## src/sv/dpt_pkg.sv

```systemverilog
// Shared types and codes for the demand paging translator.
// No dependencies; the top level refers to it by scoped names.
`timescale 1ns / 1ps

package dpt_pkg;

  // Command codes on the cmd port
  localparam logic CMD_TRANSLATE = 1'b0;
  localparam logic CMD_CLEAR     = 1'b1;

  // Replacement policy register codes
  localparam logic POLICY_FIFO = 1'b0;
  localparam logic POLICY_LRU  = 1'b1;

  // Result status codes
  localparam logic [2:0] ST_HIT       = 3'd0;
  localparam logic [2:0] ST_LOADED    = 3'd1;
  localparam logic [2:0] ST_BAD_ADDR  = 3'd2;
  localparam logic [2:0] ST_NO_VICTIM = 3'd3;
  localparam logic [2:0] ST_CLEARED   = 3'd4;

  // Sequencer states, one-hot
  typedef enum logic [9:0] {
    S_IDLE  = 10'b00_0000_0001,
    S_CLEAR = 10'b00_0000_0010,
    S_LOOK  = 10'b00_0000_0100,
    S_FPOP  = 10'b00_0000_1000,
    S_FWAIT = 10'b00_0001_0000,
    S_FVAL  = 10'b00_0010_0000,
    S_SCAN  = 10'b00_0100_0000,
    S_SCANF = 10'b00_1000_0000,
    S_EVICT = 10'b01_0000_0000,
    S_LOAD  = 10'b10_0000_0000
  } state_t;

endpackage

```

## src/sv/demand_paging_translator.sv

```systemverilog
// Demand paging address translator with FIFO or LRU page replacement.
// Uses dpt_pkg for state type, command, policy and status codes.
`timescale 1ns / 1ps

//  channel   | ports                                          | handshake
//  ----------+------------------------------------------------+---------------------------
//  command   | cmd, vaddr                                     | taken when start && !busy
//  result    | paddr, status, evicted,                        | valid for one cycle on done
//            | evicted_page, hit_count, fault_count           |
//  config    | replace_policy                                 | written when cfg_we
//
// A bad address is answered from idle, a hit from the lookup, a miss with a free frame
// goes straight to the load; an LRU miss scans every page entry (one page entry compared
// per cycle in the scan), a FIFO miss pops queue entries and drops stale ones until it
// finds a resident page or the queue runs empty, and clear walks every page entry.
// Reset runs a clearing pass over every entry of the page memory with
// busy high and no result. The receiver cannot stall; done is a one-cycle strobe.

module demand_paging_translator #(
  parameter int PAGE_COUNT  = 64,
  parameter int FRAME_COUNT = 16,
  parameter int PAGE_BYTES  = 4096
) (
  input  logic        clk,
  input  logic        rst,
  input  logic        cfg_we,
  input  logic        replace_policy,
  input  logic        start,
  input  logic        cmd,
  input  logic [31:0] vaddr,
  output logic        busy,
  output logic        done,
  output logic [15:0] paddr,
  output logic [2:0]  status,
  output logic        evicted,
  output logic [5:0]  evicted_page,
  output logic [31:0] hit_count,
  output logic [31:0] fault_count
);

  localparam int OB = $clog2(PAGE_BYTES);
  localparam int VW = 32 - OB;
  localparam int PW = $clog2(PAGE_COUNT);
  localparam int FW = (FRAME_COUNT > 1) ? $clog2(FRAME_COUNT) : 1;
  localparam int UW = $clog2(FRAME_COUNT + 1);
  localparam int MW = 33 + FW;

  localparam logic [VW-1:0] PAGE_LIM   = VW'(PAGE_COUNT);
  localparam logic [PW-1:0] PAGE_LAST  = PW'(PAGE_COUNT - 1);
  localparam logic [FW-1:0] FRAME_LAST = FW'(FRAME_COUNT - 1);
  localparam logic [UW-1:0] FRAME_NUM  = UW'(FRAME_COUNT);

  // Page table memory: {valid, frame, stamp}
  logic [MW-1:0] page_mem [PAGE_COUNT];
  logic [MW-1:0] rd_q;
  logic          mem_we;
  logic [PW-1:0] mem_wa;
  logic [MW-1:0] mem_wd;
  logic [PW-1:0] mem_ra;

  // FIFO queue memory of resident pages
  logic [PW-1:0] fifo_mem [FRAME_COUNT];
  logic [PW-1:0] fifo_rd;
  logic          fifo_we;
  logic [FW-1:0] fifo_wa;

  dpt_pkg::state_t state;
  logic          quiet;
  logic          policy;
  logic [PW-1:0] clr_idx;
  logic [PW-1:0] page_q;
  logic [OB-1:0] offset_q;
  logic [FW-1:0] frame_sel;
  logic [PW-1:0] victim;
  logic          evict_flag;
  logic [31:0]   time_now;
  logic [31:0]   hits_total;
  logic [31:0]   faults_total;
  logic [UW-1:0] used_frames;
  logic [FW-1:0] fifo_head;
  logic [UW-1:0] fifo_count;

  // LRU scan registers
  logic [PW-1:0] scan_idx;
  logic [PW-1:0] pend_idx;
  logic          scan_pend;
  logic          best_found;
  logic [PW-1:0] best_idx;
  logic [31:0]   best_stamp;
  logic [FW-1:0] best_frame;

  logic          rd_valid;
  logic [FW-1:0] rd_frame;
  logic [31:0]   rd_stamp;
  logic          scan_take;
  logic [31:0]   time_next;
  logic [FW-1:0] head_inc;
  logic          fifo_full;
  logic [FW-1:0] push_head;
  logic [UW-1:0] push_cnt;
  logic [FW:0]   tail_sum;

  assign rd_valid = rd_q[MW-1];
  assign rd_frame = rd_q[MW-2:32];
  assign rd_stamp = rd_q[31:0];

  assign busy        = (state != dpt_pkg::S_IDLE);
  assign hit_count   = hits_total;
  assign fault_count = faults_total;

  // Shared compare: one page entry against the best so far
  assign scan_take = scan_pend && rd_valid && (!best_found || (rd_stamp < best_stamp));

  // Saturating time advance
  assign time_next = (time_now == 32'hFFFF_FFFF) ? time_now : time_now + 32'd1;

  // Queue pointer arithmetic; a full queue drops its oldest word on push
  assign head_inc  = (fifo_head == FRAME_LAST) ? '0 : fifo_head + 1'b1;
  assign fifo_full = (fifo_count >= FRAME_NUM);
  assign push_head = fifo_full ? head_inc : fifo_head;
  assign push_cnt  = fifo_full ? FRAME_NUM - 1'b1 : fifo_count;
  assign tail_sum  = (FW + 1)'(push_head) + (FW + 1)'(push_cnt);
  assign fifo_wa   = (tail_sum >= (FW + 1)'(FRAME_COUNT)) ?
                     FW'(tail_sum - (FW + 1)'(FRAME_COUNT)) : FW'(tail_sum);
  assign fifo_we   = (state == dpt_pkg::S_LOAD) && (policy == dpt_pkg::POLICY_FIFO);

  // Page memory port control
  always_comb begin
    mem_we = 1'b0;
    mem_wa = page_q;
    mem_wd = '0;
    mem_ra = page_q;
    case (state)
      dpt_pkg::S_IDLE:  mem_ra = vaddr[OB+PW-1:OB];
      dpt_pkg::S_CLEAR: begin
        mem_we = 1'b1;
        mem_wa = clr_idx;
      end
      dpt_pkg::S_LOOK: begin
        if (rd_valid && (policy == dpt_pkg::POLICY_LRU)) begin
          mem_we = 1'b1;
          mem_wd = {1'b1, rd_frame, time_now};
        end
      end
      dpt_pkg::S_FWAIT: mem_ra = fifo_rd;
      dpt_pkg::S_SCAN:  mem_ra = scan_idx;
      dpt_pkg::S_EVICT: begin
        mem_we = 1'b1;
        mem_wa = victim;
      end
      dpt_pkg::S_LOAD: begin
        mem_we = 1'b1;
        mem_wd = {1'b1, frame_sel, time_now};
      end
      default: mem_ra = page_q;
    endcase
  end

  // Page memory, registered read
  always_ff @(posedge clk) begin
    if (mem_we) begin
      page_mem[mem_wa] <= mem_wd;
    end
    rd_q <= page_mem[mem_ra];
  end

  // Queue memory, read at the head when popping
  always_ff @(posedge clk) begin
    if (fifo_we) begin
      fifo_mem[fifo_wa] <= page_q;
    end
    if (state == dpt_pkg::S_FPOP) begin
      fifo_rd <= fifo_mem[fifo_head];
    end
  end

  // Sequencer
  always_ff @(posedge clk) begin
    if (rst) begin
      state        <= dpt_pkg::S_CLEAR;
      clr_idx      <= '0;
      quiet        <= 1'b1;
      done         <= 1'b0;
      policy       <= dpt_pkg::POLICY_FIFO;
      hits_total   <= '0;
      faults_total <= '0;
      time_now     <= '0;
      used_frames  <= '0;
      fifo_head    <= '0;
      fifo_count   <= '0;
      scan_pend    <= 1'b0;
      best_found   <= 1'b0;
      evict_flag   <= 1'b0;
    end else begin
      done <= 1'b0;
      if (cfg_we) begin
        policy <= replace_policy;
      end
      case (state)
        dpt_pkg::S_IDLE: begin
          if (start) begin
            page_q     <= vaddr[OB+PW-1:OB];
            offset_q   <= vaddr[OB-1:0];
            evict_flag <= 1'b0;
            if (cmd == dpt_pkg::CMD_CLEAR) begin
              hits_total   <= '0;
              faults_total <= '0;
              time_now     <= '0;
              used_frames  <= '0;
              fifo_head    <= '0;
              fifo_count   <= '0;
              clr_idx      <= '0;
              quiet        <= 1'b0;
              state        <= dpt_pkg::S_CLEAR;
            end else if (vaddr[31:OB] >= PAGE_LIM) begin
              paddr        <= '0;
              status       <= dpt_pkg::ST_BAD_ADDR;
              evicted      <= 1'b0;
              evicted_page <= '0;
              done         <= 1'b1;
            end else begin
              state <= dpt_pkg::S_LOOK;
            end
          end
        end

        // One page entry cleared per cycle
        dpt_pkg::S_CLEAR: begin
          if (clr_idx == PAGE_LAST) begin
            state <= dpt_pkg::S_IDLE;
            if (!quiet) begin
              paddr        <= '0;
              status       <= dpt_pkg::ST_CLEARED;
              evicted      <= 1'b0;
              evicted_page <= '0;
              done         <= 1'b1;
            end
          end else begin
            clr_idx <= clr_idx + 1'b1;
          end
        end

        // Table lookup result
        dpt_pkg::S_LOOK: begin
          if (rd_valid) begin
            if (hits_total != 32'hFFFF_FFFF) begin
              hits_total <= hits_total + 32'd1;
            end
            if (policy == dpt_pkg::POLICY_LRU) begin
              time_now <= time_next;
            end
            paddr        <= 16'({rd_frame, offset_q});
            status       <= dpt_pkg::ST_HIT;
            evicted      <= 1'b0;
            evicted_page <= '0;
            done         <= 1'b1;
            state        <= dpt_pkg::S_IDLE;
          end else begin
            if (faults_total != 32'hFFFF_FFFF) begin
              faults_total <= faults_total + 32'd1;
            end
            if (used_frames < FRAME_NUM) begin
              // frames are handed out in order and only freed by a clear or a reset
              frame_sel   <= used_frames[FW-1:0];
              used_frames <= used_frames + 1'b1;
              state       <= dpt_pkg::S_LOAD;
            end else if (policy == dpt_pkg::POLICY_LRU) begin
              scan_idx   <= '0;
              scan_pend  <= 1'b0;
              best_found <= 1'b0;
              state      <= dpt_pkg::S_SCAN;
            end else begin
              state <= dpt_pkg::S_FPOP;
            end
          end
        end

        // Pop the oldest queued page
        dpt_pkg::S_FPOP: begin
          if (fifo_count == '0) begin
            paddr        <= '0;
            status       <= dpt_pkg::ST_NO_VICTIM;
            evicted      <= 1'b0;
            evicted_page <= '0;
            done         <= 1'b1;
            state        <= dpt_pkg::S_IDLE;
          end else begin
            fifo_head  <= head_inc;
            fifo_count <= fifo_count - 1'b1;
            state      <= dpt_pkg::S_FWAIT;
          end
        end

        dpt_pkg::S_FWAIT: state <= dpt_pkg::S_FVAL;

        // Stale queue words are dropped
        dpt_pkg::S_FVAL: begin
          if (rd_valid) begin
            victim    <= fifo_rd;
            frame_sel <= rd_frame;
            state     <= dpt_pkg::S_EVICT;
          end else begin
            state <= dpt_pkg::S_FPOP;
          end
        end

        // LRU scan: issue one read per cycle, compare the previous one
        dpt_pkg::S_SCAN: begin
          scan_pend <= 1'b1;
          pend_idx  <= scan_idx;
          if (scan_take) begin
            best_found <= 1'b1;
            best_idx   <= pend_idx;
            best_stamp <= rd_stamp;
            best_frame <= rd_frame;
          end
          if (scan_idx == PAGE_LAST) begin
            state <= dpt_pkg::S_SCANF;
          end else begin
            scan_idx <= scan_idx + 1'b1;
          end
        end

        dpt_pkg::S_SCANF: begin
          scan_pend <= 1'b0;
          if (scan_take || best_found) begin
            victim    <= scan_take ? pend_idx : best_idx;
            frame_sel <= scan_take ? rd_frame : best_frame;
            state     <= dpt_pkg::S_EVICT;
          end else begin
            paddr        <= '0;
            status       <= dpt_pkg::ST_NO_VICTIM;
            evicted      <= 1'b0;
            evicted_page <= '0;
            done         <= 1'b1;
            state        <= dpt_pkg::S_IDLE;
          end
        end

        dpt_pkg::S_EVICT: begin
          evict_flag <= 1'b1;
          state      <= dpt_pkg::S_LOAD;
        end

        // Install the page, stamp it, queue it under FIFO
        dpt_pkg::S_LOAD: begin
          time_now <= time_next;
          if (fifo_we) begin
            fifo_head  <= push_head;
            fifo_count <= push_cnt + 1'b1;
          end
          paddr        <= 16'({frame_sel, offset_q});
          status       <= dpt_pkg::ST_LOADED;
          evicted      <= evict_flag;
          evicted_page <= evict_flag ? 6'(victim) : 6'd0;
          done         <= 1'b1;
          state        <= dpt_pkg::S_IDLE;
        end

        default: state <= dpt_pkg::S_IDLE;
      endcase
    end
  end

endmodule
```

## config.mk

```make
export PLATFORM = sky130hd
export DESIGN_NAME = demand_paging_translator
export DESIGN_NICKNAME = d
export VERILOG_FILES = /design/src/sv/dpt_pkg.sv /design/src/sv/demand_paging_translator.sv
export SDC_FILE = /design/constraint.sdc
export NUM_CORES = 2
export LEC_CHECK = 0
export ABC_CLOCK_PERIOD_IN_PS = 5600
export BUFFER_PORTS_ARGS = -buffer_cell sky130_fd_sc_hd__buf_2
export CORE_ASPECT_RATIO = 1.2
export CORE_UTILIZATION = 56
export DETAILED_ROUTE_END_ITERATION = 16
export GPL_ROUTABILITY_DRIVEN = 0
export PLACE_DENSITY = 0.75
export SLEW_MARGIN = 20
export SYNTH_ARGS = -nofsm -noshare
export SYNTH_HDL_FRONTEND = slang
export SYNTH_SLANG_ARGS = --single-unit
```

## constraint.sdc

```tcl
create_clock -name clk -period 5.6 [get_ports clk]
set_input_delay 0.56 -clock clk [delete_from_list [all_inputs] [get_ports clk]]
set_output_delay 0.56 -clock clk [all_outputs]
set_load 0.03 [all_outputs]
```

# == Word-level counts from Yosys, hierarchy flattened ==
# Memories as Yosys holds them, arrays and structs flattened. A register that Yosys moved wholly into a read port is not among the register bits.
# Cells that the tools add are included.
# totals
regBits,240
mem_bits_rw,2464
elab_cells,249
n_memories,2
# op_classes
addsub,11
magnitude_cmp,5
n_eq_ne,41
n_mux,124
n_bitwise,2
reduce_logical,37
# mem_list
name,depth,width,rd,rd_ports_with_merged_regs,write_ports,line_no,rtl
page_mem,64,37,1,1,1,demand_paging_translator.sv:54,logic [MW-1:0] page_mem [PAGE_COUNT];
fifo_mem,16,6,1,1,1,demand_paging_translator.sv:62,logic [PW-1:0] fifo_mem [FRAME_COUNT];
# op_table
operator,n
$mux 32,9
$mux 16,8
$pmux 32 s2,2
$mux 6,19
$add 32x1->32 const B,3
$pmux 16 s6,1
$pmux 32 s3,1
$pmux 10 s9,1
$pmux 37 s2,1
$mux 10,7
$ne 32x32->1 const B,2
$mux 4,12
$pmux 6 s2,4
$ne 2x2->1 const B,22
$mux 5,8
$mux 37,1
$pmux 6 s6,1
$eq 32x32->1 const B,1
$lt 32x32->1,1
$reduce_and 5->1,6
$mux 1,26
$mux 3,8
$pmux 4 s3,2
$ge 20x7->1 const B,1
46 further kinds,73

# == Logic depth before layout (Yosys ltp) ==
# depth
depth_word,6
ltp_mapped,15
ltp_nobuf,11

# == Worst setup path after synthesis ==
# No wires, ideal clock.
# synth_timing
kind,register to register
start,reg best_stamp[17]
end,reg best_stamp[0] (enable)
arrival_time_ns,5.045
t_required_ns,5.097
setup_slack_ns,0.053
path_stages_with_launch,11
synth_period_minus_slack_ns,5.547
path_cell_list,edfxtp_1 inv_1 ha_1 a21o_1 a21o_1 a21o_1 a21o_1 a211o_1 o211ai_1 a31oi_1 nor4_1
# synth_via
elab_chain_len,4
# synth_rtl
element,line_no,rtl
from (decl),demand_paging_translator.sv:89,logic [31:0] best_stamp;
from (signal assigned),demand_paging_translator.sv:314,best_stamp <= rd_stamp;
$lt 32x32->1,demand_paging_translator.sv:112,assign scan_take = scan_pend && rd_valid && (!best_found || (rd_stamp < best_stamp));
$logic_or 1x1->1,demand_paging_translator.sv:112,
$logic_and 1x1->1,demand_paging_translator.sv:112,
$reduce_and 3->1 (no source line),-,
# Every way passes these cells.
# A chain may end at the register's enable or synchronous reset.

# == Final worst setup path ==
# layout_timing
start,reg state[1]
end,reg rd_q[5] (read register of page_mem)
# layout_via
elab_chain_len,2
word_cells_on_any_way,4
# layout_rtl
element,line_no,rtl
from (decl),demand_paging_translator.sv:67,dpt_pkg::state_t state;
from (signal assigned),demand_paging_translator.sv:180,state <= dpt_pkg::S_CLEAR;
from (signal assigned),demand_paging_translator.sv:214,state <= dpt_pkg::S_CLEAR;
from (signal assigned),demand_paging_translator.sv:222,state <= dpt_pkg::S_LOOK;
"$eq 10x7->1, or another cell as far along",demand_paging_translator.sv:133,case (state)
$pmux 6 s3 (*),demand_paging_translator.sv:133,
to (decl),demand_paging_translator.sv:55,logic [MW-1:0] rd_q;
# Every way passes the cells marked *; elsewhere a longest branch is shown, timed or not.

==> results.toml <==
[layout]
layout.nets = 8146
multi_input_area_um2 = 27700
utilization_pct = 63.5
drive_above_1_share_pct = 13.9
mostFrequentLayoutCell = "edfxtp_1"
nFillCells = 13532
fin_area_um2 = 124000
area_delta_synth_final_pct = 12.6
final_cell_mix = "2578 x edfxtp_1, 1511 x nand2_1, 383 x nand3_1, 370 x and3_1, 337 x a211oi_1"
seq_area_um2 = 80800

[worst_setup_path]
end_kind = "register"
cp-start-kind = "register"
cp_max_fo = 81
worstSetupPathType = "reg -> reg"
worstPathArrival_ns = 6.23
crit_required_ns = 6.37

[power_and_ir_drop]
power_mw = 42.4
leakagePower_nw = 42.5
vdd_drop_max_mv = 0.312
p_per_area_nw_per_um2 = 341

[run_status]
status = "complete, no violations"

[floorplanning]
fp-row-count = 178
initial_utilization_pct = 56.4
dieArea_um2 = 199000
die_height_um = 489
pin_count = 130
die_w_um = 407
core_um2 = 196000

[route]
drc_errors = 0
first_pass_iters = 9
via_per_inst = 6.90
wl_per_cell_um = 32.2
ant_nets = 0
vias = 75043
drt-total-wl_um = 351000
drt_iter0_drc = 13171

[sta]
hold-worst-slack_ns = 0.0270
slew_violations = 0
period_share_pct = 97.5
hold_viol_final = 0
fmax_mhz = 183
rsz0062_at_grt = "false"
fin_setup_tns_ns = 0
period_minus_slack_ns = 5.46
finalSetupViolCount = 0
slew-limit-headroom_pct = 7.01
worstMarginPinSlew_ns = 1.39
fin_skew_ns = 0.0711

[cts]
clock-sinks = 2747
clkTransAtPathRegs_ns = 0.07
htreeDepth = 5
cts_tree = "done"
cts-root-buf = "clkbuf_16"
cts_post_setup_buffers_inserted = 0
cts_buffers = 274
clk_path_buf_depth = 4
clk_latency_ns = 0.97

[logic_synthesis]
syn_area_um2 = 110000
netlist.area_leader.share_pct = 70.1
ys_types = 97
ys.flop_type = "edfxtp_1"
syn_inst = 7810
synth_top_area_cell = "edfxtp_1"
synth-seq-cells = 2747
yosysSeqAreaShare_pct = 73.1
netlist_top_cells_area = "edfxtp_1 70%, nand2_1 5.1%, dfxtp_1 3.1%"
async_reset_ff_share_pct = 0
synth_edf_count = 2578
syn-num-nets = 7892
syn_avg_cell_area_um2 = 14.1
yosys_warnings = 0

[place]
dpl.hpwl_um = 206000
io_buffers = 129
place_area_um2 = 116000

[global_routing]
grt_usage_pct = 34.5
grt_pass1_wl_um = 495000
grt_pass1_vias = 71641
antenna_found_initial = 30
grt-ovfl-total = 0
grt_max_degree = 113

[worst_hold_path]
hp-class = "in -> reg"

[run]
cap_viol_max_count = 0
[metal layers]
layer	up-vias	part of all wire, %	track usage (%)
met4	30	9.0	26.3
met3	1496	14	9.93
li1	30579	-	-
met1	36604	32	41.5
met2	6334	45	53.0
met5	-	0.061	0.0486
[per-stage QoR]
stage	worst slack [ns]	cells
finish	0.141	10875
global route	0.242	10862
CTS	0.510	10856
detailed placement	0.539	10376
global placement	0.328	10372
floorplan	0.0525	7810
[worst paths after layout]
| path | start | to | slack (ns) | depth (start not counted) |
|---|---|---|---|---|
| setup / recovery | state[1]$_SDFFE_PP1P_ | rd_q[5]$_DFF_P_ | 0.14 | 10 |
| hold / removal | start | evict_flag$_SDFFE_PP0P_ | 0.03 | 4 |
| setup reg to reg | state[1]$_SDFFE_PP1P_ | rd_q[5]$_DFF_P_ | 0.14 | 10 |
| hold reg to reg | rd_q[2]$_DFF_P_ | best_stamp[2]$_DFFE_PP_ | 0.44 | 0 |
[logic make-up (layout without fill, tap and decap cells)]
logic type / count (synthesis) / in the layout / synth area share (%)
multiplexers: 202 / 202 / 2.82
flip-flops: 2747 / 2747 / 73.1
XOR/XNOR: 99 / 99 / 0.785
adder cells (fa/ha/maj): 44 / 44 / 0.505
buffers and inverters: 576 / 1013 / 2.50
AND/OR/NAND/NOR: 2799 / 2799 / 11.5
AO/OA/AOI/OAI: 1343 / 1343 / 8.78
other: 0 / 18 / 0
[registers in the layout, indices dropped and copies added, names as in the netlist, 12 cells and up]
name	cells
page_mem	2368
fifo_mem	96
rd_q	37
best_stamp	32
fault_count	32
hit_count	32
time_now	32
paddr	16
offset_q	12
[Yosys cell counts, types with 44 or more instances]
cell type and instances:
a211oi_1 339, a21oi_1 182, a311oi_1 209, a31oi_1 181, and2_1 52, and3_1 370
buf_2 229, buf_4 50, clkbuf_1 204, dfxtp_1 169, edfxtp_1 2578, inv_1 53
mux2i_1 81, mux4_2 84, nand2_1 1513, nand3_1 383, nor2_1 264, nor3_1 49
o21ai_0 116, xnor2_1 44, xor2_1 55
[power breakdown]
part	internal [mW]	switching, mW	total, mW
logic	0.488	1.49	1.98
clock network	10.1	7.58	17.6
registers	22.6	0.139	22.7
total	33.2	9.21	42.4
[timing repair]
action | in CTS | in global routing
gates resized for setup | 0 | 0
hold endpoints to repair | 20 | 0
hold buffers | 21 | 0
endpoints found under the setup margin | 0 | 0
[area by class of cell]
type                            count  share of cell area, %
Tap cell                         2610                   2.63
Antenna cell                       18                 0.0362
Multi-Input combinational cell   4487                   22.3
Timing Repair Buffer              498                   3.22
Clock inverter                    116                  0.825
Inverter                           56                  0.169
Sequential cell                  2747                   65.0
Clock buffer                      343                   5.89
[critical path: stages, from the launching register on]
cell and delay [ns]:
dfxtp_1 0.39, nor4_4 0.54, o2111ai_4 0.35, a22o_4 0.37, nor2_8 0.63, buf_12 0.41, mux2_2 0.40, a2111oi_1 0.88
a31oi_1 0.08, o221ai_1 1.12, a311oi_1 0.07
(Power assumes the default switching activity.)
